--- config.mk ---
export PLATFORM = sky130hd
export DESIGN_NAME = enclave_lifecycle_table
export DESIGN_NICKNAME = d
export VERILOG_FILES = /design/src/rtl/core/elt_pkg.sv /design/src/rtl/core/elt_free_scan.sv /design/src/rtl/core/enclave_lifecycle_table.sv
export SDC_FILE = /design/constraint.sdc
export NUM_CORES = 2
export LEC_CHECK = 0
export ABC_CLOCK_PERIOD_IN_PS = 6850
export BUFFER_PORTS_ARGS = -buffer_cell sky130_fd_sc_hd__buf_2
export CAP_MARGIN = 10
export CORE_ASPECT_RATIO = 1.75
export CORE_UTILIZATION = 40
export CTS_CLUSTER_SIZE = 28
export DETAILED_ROUTE_END_ITERATION = 8
export PLACE_DENSITY_LB_ADDON = 0.1
export SYNTH_ARGS = -nofsm -noshare
export SYNTH_HDL_FRONTEND = slang
export SYNTH_MEMORY_MAX_BITS = 65536
export SYNTH_SLANG_ARGS = --single-unit
--- constraint.sdc ---
create_clock -name i_clk -period 6.85 [get_ports i_clk]
set_input_delay 0.3425 -clock i_clk [delete_from_list [all_inputs] [get_ports i_clk]]
set_output_delay 0.3425 -clock i_clk [all_outputs]
set_load 0.03 [all_outputs]
--- src/rtl/core/elt_pkg.sv ---
`timescale 1ns / 1ps

package elt_pkg;

    // table size
    localparam int NUM_SLOTS = 64;
    localparam int NUM_HARTS = 8;

    // fixed field widths
    localparam int SID_W = 6;
    localparam int HID_W = 3;
    localparam int TOK_W = 64;

    localparam int SLOT_W = $clog2(NUM_SLOTS);
    localparam int HART_W = (NUM_HARTS > 1) ? $clog2(NUM_HARTS) : 1;
    localparam int SID_EXT_W = (SLOT_W > SID_W) ? SLOT_W : SID_W;
    localparam int HID_EXT_W = (HART_W > HID_W) ? HART_W : HID_W;

    // free-slot scan: eight slots looked at per cycle
    localparam int SCAN_LANES = 8;
    localparam int LANE_W = $clog2(SCAN_LANES);
    localparam int NUM_CHUNKS = (NUM_SLOTS + SCAN_LANES - 1) / SCAN_LANES;
    localparam int CHUNK_W = (NUM_CHUNKS > 1) ? $clog2(NUM_CHUNKS) : 1;
    localparam int PAD_W = NUM_CHUNKS * SCAN_LANES;
    localparam int FOUND_W = CHUNK_W + LANE_W;

    typedef logic [SLOT_W-1:0] t_slot;
    typedef logic [HART_W-1:0] t_hart;

    typedef enum logic [3:0] {
        CMD_CREATE         = 4'd0,
        CMD_RUN            = 4'd1,
        CMD_STOP           = 4'd2,
        CMD_DESTROY        = 4'd3,
        CMD_RESUME_STOPPED = 4'd4,
        CMD_RESUME         = 4'd5,
        CMD_EXIT           = 4'd6,
        CMD_OUTCALL        = 4'd7,
        CMD_TIMER_TICK     = 4'd8
    } t_cmd;

    typedef enum logic [2:0] {
        ST_INVALID   = 3'd0,
        ST_FRESH     = 3'd1,
        ST_RUNNABLE  = 3'd2,
        ST_RUNNING   = 3'd3,
        ST_STOPPED   = 3'd4,
        ST_DESTROYED = 3'd5
    } t_slot_st;

    typedef enum logic [2:0] {
        RS_OK    = 3'd0,
        RS_ERR   = 3'd1,
        RS_TIMER = 3'd2,
        RS_OCALL = 3'd3,
        RS_DONE  = 3'd4
    } t_status;

    typedef enum logic [2:0] {
        SEQ_IDLE,
        SEQ_SCAN,
        SEQ_READ,
        SEQ_EXEC,
        SEQ_RESP
    } t_seq;

    // result of the free-slot scan
    typedef struct packed {
        logic  done;
        logic  found;
        t_slot slot;
    } t_scan_res;

endpackage

--- src/rtl/core/elt_free_scan.sv ---
`timescale 1ns / 1ps

module elt_free_scan (
    input  logic                          i_clk,
    input  logic                          i_rst_n,
    input  logic                          i_start,
    input  logic [elt_pkg::NUM_SLOTS-1:0] i_used,
    output elt_pkg::t_scan_res            o_res
);
    import elt_pkg::*;

    logic                 r_run;
    logic                 r_done;
    logic                 r_found;
    t_slot                r_slot;
    logic [CHUNK_W-1:0]   r_chunk;
    logic [PAD_W-1:0]     free_pad;
    logic [SCAN_LANES-1:0] chunk;
    logic                 hit;
    logic [LANE_W-1:0]    lane;
    logic [FOUND_W-1:0]   idx;
    logic                 last;

    // pad the free map with busy entries up to whole chunks
    assign free_pad = PAD_W'(~i_used);
    assign chunk    = free_pad[{r_chunk, LANE_W'(0)} +: SCAN_LANES];
    assign last     = (r_chunk == CHUNK_W'(NUM_CHUNKS - 1));

    // lowest free lane of the current chunk
    always_comb begin
        hit  = 1'b0;
        lane = '0;
        for (int i = SCAN_LANES - 1; i >= 0; i--) begin
            if (chunk[i]) begin
                hit  = 1'b1;
                lane = LANE_W'(i);
            end
        end
    end

    assign idx = {r_chunk, lane};

    // control: run until a free slot or the last chunk
    always_ff @(posedge i_clk) begin
        if (!i_rst_n) begin
            r_run  <= 1'b0;
            r_done <= 1'b0;
        end else if (i_start) begin
            r_run  <= 1'b1;
            r_done <= 1'b0;
        end else if (r_run && (hit || last)) begin
            r_run  <= 1'b0;
            r_done <= 1'b1;
        end else begin
            r_done <= 1'b0;
        end
    end

    // advance the chunk counter and hold the result
    always_ff @(posedge i_clk) begin
        if (i_start) begin
            r_chunk <= '0;
        end else if (r_run) begin
            if (hit || last) begin
                r_found <= hit;
                r_slot  <= idx[SLOT_W-1:0];
            end else begin
                r_chunk <= r_chunk + CHUNK_W'(1);
            end
        end
    end

    assign o_res.done  = r_done;
    assign o_res.found = r_found;
    assign o_res.slot  = r_slot;

endmodule

--- src/rtl/core/enclave_lifecycle_table.sv ---
`timescale 1ns / 1ps

// Lifecycle table for NUM_SLOTS execution slots and NUM_HARTS harts. A command
// is taken when start is high and busy is low; its result is marked on the
// o_ ports by o_done, high for exactly one cycle, and must be taken then:
// the receiver cannot hold it off. Every command other than create passes
// through the read, execute and response states, and the next command can
// be taken once the block is back in idle after the response. The slot table
// is a single-port memory read at most once and written at most once per
// command; create does not read it but runs a free-slot scan that looks at
// eight slots a cycle. There is no clearing pass after reset.
module enclave_lifecycle_table (
    input  logic                        i_clk,
    input  logic                        i_rst_n,
    input  logic                        start,
    output logic                        busy,
    input  logic [3:0]                  i_cmd,
    input  logic [elt_pkg::SID_W-1:0]   i_slot_id,
    input  logic [elt_pkg::HID_W-1:0]   i_hart_id,
    input  logic [elt_pkg::TOK_W-1:0]   i_owner_token,
    input  logic                        i_create_checks_ok,
    input  logic                        i_grant_ok,
    input  logic                        i_platform_ok,
    output logic                        o_done,
    output logic [2:0]                  o_status,
    output logic [elt_pkg::SID_W-1:0]   o_new_slot,
    output logic                        o_enter_world,
    output logic                        o_leave_world,
    output logic                        o_release_memory
);
    import elt_pkg::*;

    // sequencer
    t_seq r_seq;
    t_seq n_seq;

    // per-slot in-use bits (an unused slot reads as invalid)
    logic [NUM_SLOTS-1:0] r_used;
    // slot table memories
    t_slot_st             r_state_mem [NUM_SLOTS];
    logic [TOK_W-1:0]     r_owner_mem [NUM_SLOTS];
    // per-hart records
    logic [NUM_HARTS-1:0] r_hart_active;
    t_slot                r_hart_slot [NUM_HARTS];

    // captured transaction
    logic [3:0]           r_cmd;
    t_slot                r_sid;
    t_slot                r_addr;
    t_hart                r_hid;
    logic [TOK_W-1:0]     r_tok;
    logic                 r_cre_ok;
    logic                 r_grant;
    logic                 r_plat;
    logic                 r_slot_ok;
    logic                 r_hart_ok;

    // memory read data
    t_slot_st             r_rd_state;
    logic [TOK_W-1:0]     r_rd_owner;

    // result registers
    t_status              r_status;
    logic [SID_W-1:0]     r_new_slot;
    logic                 r_enter;
    logic                 r_leave;
    logic                 r_rel;

    // control
    logic                 accept;
    logic                 scan_start;
    logic                 rd_en;
    logic                 exec_en;
    t_scan_res            scan_res;

    // input conversion
    logic [SID_EXT_W-1:0] sid_ext;
    logic [HID_EXT_W-1:0] hid_ext;
    t_slot                sid_idx;
    t_hart                hid_idx;
    logic                 in_hart_cmd;

    // decision
    t_slot_st             cur_st;
    logic                 owns;
    logic                 hart_act;
    t_status              d_status;
    logic                 d_enter;
    logic                 d_leave;
    logic                 d_rel;
    logic                 d_wr;
    logic                 d_free;
    t_slot_st             d_new_st;
    logic                 d_own_we;
    logic                 d_hart_set;
    logic                 d_hart_clr;
    logic                 d_new_ok;
    t_slot                wr_addr;
    logic [SID_EXT_W-1:0] found_ext;

    // free-slot scanner
    elt_free_scan u_scan (
        .i_clk   (i_clk),
        .i_rst_n (i_rst_n),
        .i_start (scan_start),
        .i_used  (r_used),
        .o_res   (scan_res)
    );

    // sequencer: next state
    always_comb begin
        n_seq = r_seq;
        unique case (r_seq)
            SEQ_IDLE: begin
                if (start) begin
                    n_seq = (i_cmd == CMD_CREATE) ? SEQ_SCAN : SEQ_READ;
                end
            end
            SEQ_SCAN: begin
                if (scan_res.done) begin
                    n_seq = SEQ_EXEC;
                end
            end
            SEQ_READ: n_seq = SEQ_EXEC;
            SEQ_EXEC: n_seq = SEQ_RESP;
            SEQ_RESP: n_seq = SEQ_IDLE;
            default:  n_seq = SEQ_IDLE;
        endcase
    end

    // sequencer: outputs
    always_comb begin
        busy       = 1'b1;
        o_done     = 1'b0;
        accept     = 1'b0;
        scan_start = 1'b0;
        rd_en      = 1'b0;
        exec_en    = 1'b0;
        unique case (r_seq)
            SEQ_IDLE: begin
                busy       = 1'b0;
                accept     = start;
                scan_start = start && (i_cmd == CMD_CREATE);
            end
            SEQ_SCAN: ;
            SEQ_READ: rd_en = 1'b1;
            SEQ_EXEC: exec_en = 1'b1;
            SEQ_RESP: o_done = 1'b1;
            default:  ;
        endcase
    end

    always_ff @(posedge i_clk) begin
        if (!i_rst_n) begin
            r_seq <= SEQ_IDLE;
        end else begin
            r_seq <= n_seq;
        end
    end

    // convert the incoming indexes to table widths
    assign sid_ext     = SID_EXT_W'(i_slot_id);
    assign hid_ext     = HID_EXT_W'(i_hart_id);
    assign sid_idx     = sid_ext[SLOT_W-1:0];
    assign hid_idx     = hid_ext[HART_W-1:0];
    assign in_hart_cmd = (i_cmd == CMD_EXIT) || (i_cmd == CMD_OUTCALL) ||
                         (i_cmd == CMD_TIMER_TICK);

    // capture the transaction; hart commands address the hart's slot
    always_ff @(posedge i_clk) begin
        if (accept) begin
            r_cmd     <= i_cmd;
            r_sid     <= sid_idx;
            r_addr    <= in_hart_cmd ? r_hart_slot[hid_idx] : sid_idx;
            r_hid     <= hid_idx;
            r_tok     <= i_owner_token;
            r_cre_ok  <= i_create_checks_ok;
            r_grant   <= i_grant_ok;
            r_plat    <= i_platform_ok;
            r_slot_ok <= (int'(i_slot_id) < NUM_SLOTS);
            r_hart_ok <= (int'(i_hart_id) < NUM_HARTS);
        end
    end

    // read the slot entry
    always_ff @(posedge i_clk) begin
        if (rd_en) begin
            r_rd_state <= r_state_mem[r_addr];
            r_rd_owner <= r_owner_mem[r_addr];
        end
    end

    assign cur_st   = r_used[r_addr] ? r_rd_state : ST_INVALID;
    assign owns     = r_slot_ok && (r_rd_owner == r_tok);
    assign hart_act = r_hart_ok && r_hart_active[r_hid];

    // decide the transition and the result
    always_comb begin
        d_status   = RS_ERR;
        d_enter    = 1'b0;
        d_leave    = 1'b0;
        d_rel      = 1'b0;
        d_wr       = 1'b0;
        d_free     = 1'b0;
        d_new_st   = ST_INVALID;
        d_own_we   = 1'b0;
        d_hart_set = 1'b0;
        d_hart_clr = 1'b0;
        d_new_ok   = 1'b0;
        unique case (r_cmd) inside
            CMD_CREATE: begin
                if (scan_res.found && r_cre_ok) begin
                    d_wr     = 1'b1;
                    d_new_st = ST_FRESH;
                    d_own_we = 1'b1;
                    d_new_ok = 1'b1;
                    d_status = RS_OK;
                end else begin
                    d_rel = 1'b1;
                end
            end
            CMD_RUN: begin
                if (owns && (cur_st == ST_FRESH) && r_grant && r_hart_ok) begin
                    d_wr       = 1'b1;
                    d_new_st   = ST_RUNNING;
                    d_hart_set = 1'b1;
                    d_enter    = 1'b1;
                    d_status   = RS_OK;
                end
            end
            CMD_STOP: begin
                if (owns && ((cur_st == ST_RUNNABLE) || (cur_st == ST_RUNNING))) begin
                    d_wr     = 1'b1;
                    d_new_st = ST_STOPPED;
                    d_status = RS_OK;
                end
            end
            CMD_DESTROY: begin
                if (owns && (cur_st == ST_FRESH)) begin
                    d_wr     = 1'b1;
                    d_free   = 1'b1;
                    d_rel    = 1'b1;
                    d_status = RS_OK;
                end else if (owns && ((cur_st == ST_RUNNABLE) ||
                                      (cur_st == ST_RUNNING) ||
                                      (cur_st == ST_STOPPED))) begin
                    d_wr     = 1'b1;
                    d_new_st = ST_DESTROYED;
                    d_status = RS_OK;
                end
            end
            CMD_RESUME_STOPPED: begin
                if (owns && (cur_st == ST_STOPPED)) begin
                    d_wr     = 1'b1;
                    d_new_st = ST_RUNNABLE;
                    d_status = RS_OK;
                end
            end
            CMD_RESUME: begin
                if (owns) begin
                    if (cur_st == ST_STOPPED) begin
                        d_status = RS_TIMER;
                    end else if (cur_st == ST_DESTROYED) begin
                        d_wr     = 1'b1;
                        d_free   = 1'b1;
                        d_rel    = 1'b1;
                        d_status = RS_DONE;
                    end else if ((cur_st == ST_RUNNABLE) && r_grant && r_hart_ok) begin
                        d_wr       = 1'b1;
                        d_new_st   = ST_RUNNING;
                        d_hart_set = 1'b1;
                        d_enter    = 1'b1;
                        d_status   = RS_OK;
                    end
                end
            end
            CMD_EXIT, CMD_OUTCALL: begin
                if (hart_act && r_plat && (cur_st == ST_RUNNING)) begin
                    d_hart_clr = 1'b1;
                    d_leave    = 1'b1;
                    d_wr       = 1'b1;
                    if (r_cmd == CMD_EXIT) begin
                        d_free   = 1'b1;
                        d_rel    = 1'b1;
                        d_status = RS_OK;
                    end else begin
                        d_new_st = ST_RUNNABLE;
                        d_status = RS_OCALL;
                    end
                end
            end
            CMD_TIMER_TICK: begin
                if (hart_act) begin
                    d_hart_clr = 1'b1;
                    d_leave    = 1'b1;
                    d_status   = RS_TIMER;
                    if (cur_st == ST_DESTROYED) begin
                        d_wr     = 1'b1;
                        d_free   = 1'b1;
                        d_rel    = 1'b1;
                        d_status = RS_DONE;
                    end else if (cur_st == ST_RUNNING) begin
                        d_wr     = 1'b1;
                        d_new_st = ST_RUNNABLE;
                    end
                end
            end
            default: ;
        endcase
    end

    assign wr_addr   = (r_cmd == CMD_CREATE) ? scan_res.slot : r_addr;
    assign found_ext = SID_EXT_W'(scan_res.slot);

    // update in-use bits and hart activity
    always_ff @(posedge i_clk) begin
        if (!i_rst_n) begin
            r_used        <= '0;
            r_hart_active <= '0;
        end else if (exec_en) begin
            if (d_wr) begin
                r_used[wr_addr] <= !d_free;
            end
            if (d_hart_set) begin
                r_hart_active[r_hid] <= 1'b1;
            end else if (d_hart_clr) begin
                r_hart_active[r_hid] <= 1'b0;
            end
        end
    end

    // write the slot memories and the hart's slot record
    always_ff @(posedge i_clk) begin
        if (exec_en) begin
            if (d_wr && !d_free) begin
                r_state_mem[wr_addr] <= d_new_st;
            end
            if (d_own_we) begin
                r_owner_mem[wr_addr] <= r_tok;
            end
            if (d_hart_set) begin
                r_hart_slot[r_hid] <= r_sid;
            end
        end
    end

    // hold the result for the strobe cycle
    always_ff @(posedge i_clk) begin
        if (exec_en) begin
            r_status   <= d_status;
            r_new_slot <= d_new_ok ? found_ext[SID_W-1:0] : '0;
            r_enter    <= d_enter;
            r_leave    <= d_leave;
            r_rel      <= d_rel;
        end
    end

    assign o_status         = r_status;
    assign o_new_slot       = r_new_slot;
    assign o_enter_world    = r_enter;
    assign o_leave_world    = r_leave;
    assign o_release_memory = r_rel;

endmodule

==> qor.txt <==
Run status: finished clean
Area of the mapped netlist: 0.176 mm^2
Layout cell share with drive strength beyond 1: 31.8%
Ys async rst share: 0%
Ys Warns: 0
IO Count: 97
Arrival time worst endpoint: 6.06 ns
Area growth from synthesis to layout: 13.9%
Clock Pin Slew Worst Setup and Hold Paths: 0.06 ns
CORE AREA: 0.437 mm^2
Number of global-route vias before repair: 85520
Detailed Route WL: 509 mm
# clock sinks: 4588
CTS tree: done
IO Port Bufs: 96
TritonCTS buffer count: 424
Crit end category: register
Post-Route Utilization: 45.8%
CP Cell Sequence: nor4_4 > nand3_1 > nor3_1 > nand2_1 > nor2_4 > buf_12
Via density: 5.78
Final period util: 79.5%
Detail Route Antenna Nets: 0
Slowest stage delay, CP: 1.02 ns
CP Max Fanout: 26
Slowest cell on the critical path: nor3_1
Delay-heaviest family, CP: simple AND/OR/NAND/NOR gates
Final min period: 5.44 ns
Vias: 80020
Die height: 879 um
HPWL Detailed: 286 mm
Syn avg cell area: 24.6 um^2
Routability cong.: 0.801
Top FF cell, synth: edfxtp_1
DRC viols: 0
RSZ-0062 raised after global routing: no
Die area: 0.442 mm^2
Peak VDD IR: 0.220 mV
Buffers & Inverters on Critical Path: 1
Min-Delay Path Class: in2reg
FILL cells: 36359
Wire per inst: 36.8 um
CTS Buffer Depth: 4
WP data required: 7.47 ns
Die width: 503 um
Post-Layout Cell Count: 13847
Power density cells: 295 mW/mm^2
Row cnt: 321
# setup viols final: 0
Post-synthesis cell type count: 58
1st-iter DRT viols: 7634
TNS Setup: 0 ns
Max_cap viols: 0
Critical Path Start Type: register
Initial Util: 40.2%
Leakage: 61.4 nW
Total global-route track usage: 23.1%
Slew Viols, Final: 0
First-pass GRT wire length: 702 mm
H-tree levels: 5
Max-Slew Margin vs Limit: 15.9%
Max Fclk: 184 MHz
Post-CTS Resized: 0
Slew @ Worst Pin: 1.26 ns
Root buffer cell: clkbuf_16
Post-synth EDFFs: 4508
Hold Vio Cnt, Final: 0
Initial antenna violation count: 23
Largest net degree at the start of global routing: 106
Worst setup path class: reg2reg
Cells after Synth: 7135
Flops & latches, synth: 4588
First drt pass iteration count: 6
Sequential area share after synthesis: 78.0%
Final nets: 7767
Inst Count DP: 12972
GRT overflow: 0
Clock latency on the worst-skew pair: 1.00 ns
Syn nets: 7220
Setup Skew: 0.0563 ns
-- per-stage QoR --
step | cell area (um^2) | setup WS (ns) | hold WS, ns | power, W
6_report | 200000 | 1.41 | 0.0871 | 0.0590
5_1_grt | 200000 | 1.30 | 0.0396 | 0.0606
4_1_cts | 200000 | 1.51 | 0.00433 | 0.0596
3_5_place_dp | 186000 | 1.54 | 0.494 | 0.0363
3_3_place_gp | 186000 | 0.484 | 0.485 | 0.0362
2_1_floorplan | 176000 | 1.23 | 0.429 | 0.0345
-- cell usage after synthesis (all sizes together), types with 3 or more instances --
master,n,area (um^2)
nand4,7,43.8
a21oi,13,65.1
a21boi,4,30.0
clkbuf,150,563
buf,241,1340
nand3,27,135
a22oi,9,67.6
nor3,11,55.1
or3b,8,70.1
o21ai,37,189
xor2,66,578
a31oi,67,419
o211ai,8,60.1
a211oi,4,42.5
dfxtp,80,1600
nor4,19,131
mux4,1445,32500
o22ai,4,25.0
nor3b,4,35.0
o31ai,3,22.5
nand3b,7,52.6
and3,12,75.1
a311oi,41,359
nand2,67,254
nand2b,8,50.1
o21a,21,158
inv,12,45.0
o2111ai,4,35.0
o221a,6,67.6
and2,16,100
edfxtp,4508,135000
nor2,175,659
nor2b,7,43.8
or2,4,25.0
mux2i,23,230
-- power by group --
group	leakage, nW	switching [W]	internal (W)	total, W
Clock	6.51	0.0105	0.0129	0.0234
Sequential	41.6	0.000110	0.0311	0.0312
Combinational	13.3	0.00259	0.00176	0.00435
Total	61.4	0.0132	0.0458	0.0590
-- layer usage --
| layer | up-vias | part of all wire [%] | wire [um] | global-route usage [%] |
|---|---|---|---|---|
| met4 | 0 | 2.9 | 14900 | 6.41 |
| met2 | 2244 | 55 | 282000 | 42.8 |
| met1 | 45072 | 37 | 191000 | 28.1 |
| met5 | - | 0 | 0 | 0 |
| met3 | 583 | 4.3 | 21800 | 2.71 |
| li1 | 32121 | - | - | - |
-- path summary, 6_finish.rpt --
path                           start                       endpoint  slack [ns]  cells past startpoint
hold reg to reg             register                       register        0.50                      2
hold / removal     i_owner_token[40]            r_tok[40]$_DFFE_PP_        0.09                      2
setup / recovery  r_cmd[0]$_DFFE_PP_  r_owner_mem[52][15]$_DFFE_PP_        1.41                      6
setup reg to reg  r_cmd[0]$_DFFE_PP_  r_owner_mem[52][15]$_DFFE_PP_        1.41                      6
-- worst register-to-register path, delay by kind of cell (launching register included) --
kind,cells,cell delay [ns]
flops,1,0.60
buf+inv,1,0.35
simple gates,5,4.02
-- cells by family (layout without fill, tap and decap cells) --
| family | after synthesis | count (layout) | synth area share (%) |
|---|---|---|---|
| xor gates and xnor gates | 66 | 66 | 0.329 |
| AOI/OAI and AO/OA | 230 | 230 | 0.920 |
| muxes | 1469 | 1469 | 18.7 |
| DFF | 4588 | 4588 | 78.0 |
| buffers and inverters | 404 | 1288 | 1.11 |
| and+or+nand+nor | 376 | 376 | 1.00 |
| other | 0 | 14 | 0 |
| adders and majority gates | 2 | 2 | 0.0142 |
-- cell type report --
class                           instances  area [um^2]  area share, %
Tap cell                             5814         7270           3.63
Timing Repair Buffer                  512         5130           2.56
Antenna cell                           14         35.0         0.0175
Multi-Input combinational cell       2143        37400           18.7
Clock inverter                        238         2170           1.08
Inverter                               13         48.8         0.0244
Sequential cell                      4588       137000           68.4
Clock buffer                          525        11200           5.58
-- state kept, by name (all words and copies together), names as in the netlist, 48 cells and up, named ones only --
register,flops
r_hart_slot,48
r_owner_mem,4096
r_rd_owner,64
r_state_mem,192
r_tok,64
r_used,64
-- cells in the final DEF (no fill, tap or decap), drive strengths merged, types with 14 or more instances in the layout --
cell type,instances
o21ai,37
buf,416
edfxtp,4508
a31oi,67
nor2,175
clkbuf,525
xor2,66
bufinv,35
nor4,19
nand2,67
a311oi,41
mux2i,23
dlygate4sd3,96
inv,23
o21a,21
clkinv,176
nand3,27
diode,14
and2,16
mux4,1445
dfxtp,80
clkinvlp,17
-- what timing repair did --
item	4_1_cts	5_1_grt
setup buffers	0	0
hold buffers	96	0
hold endpoints to repair	130	0
(Power assumes the default switching activity.)
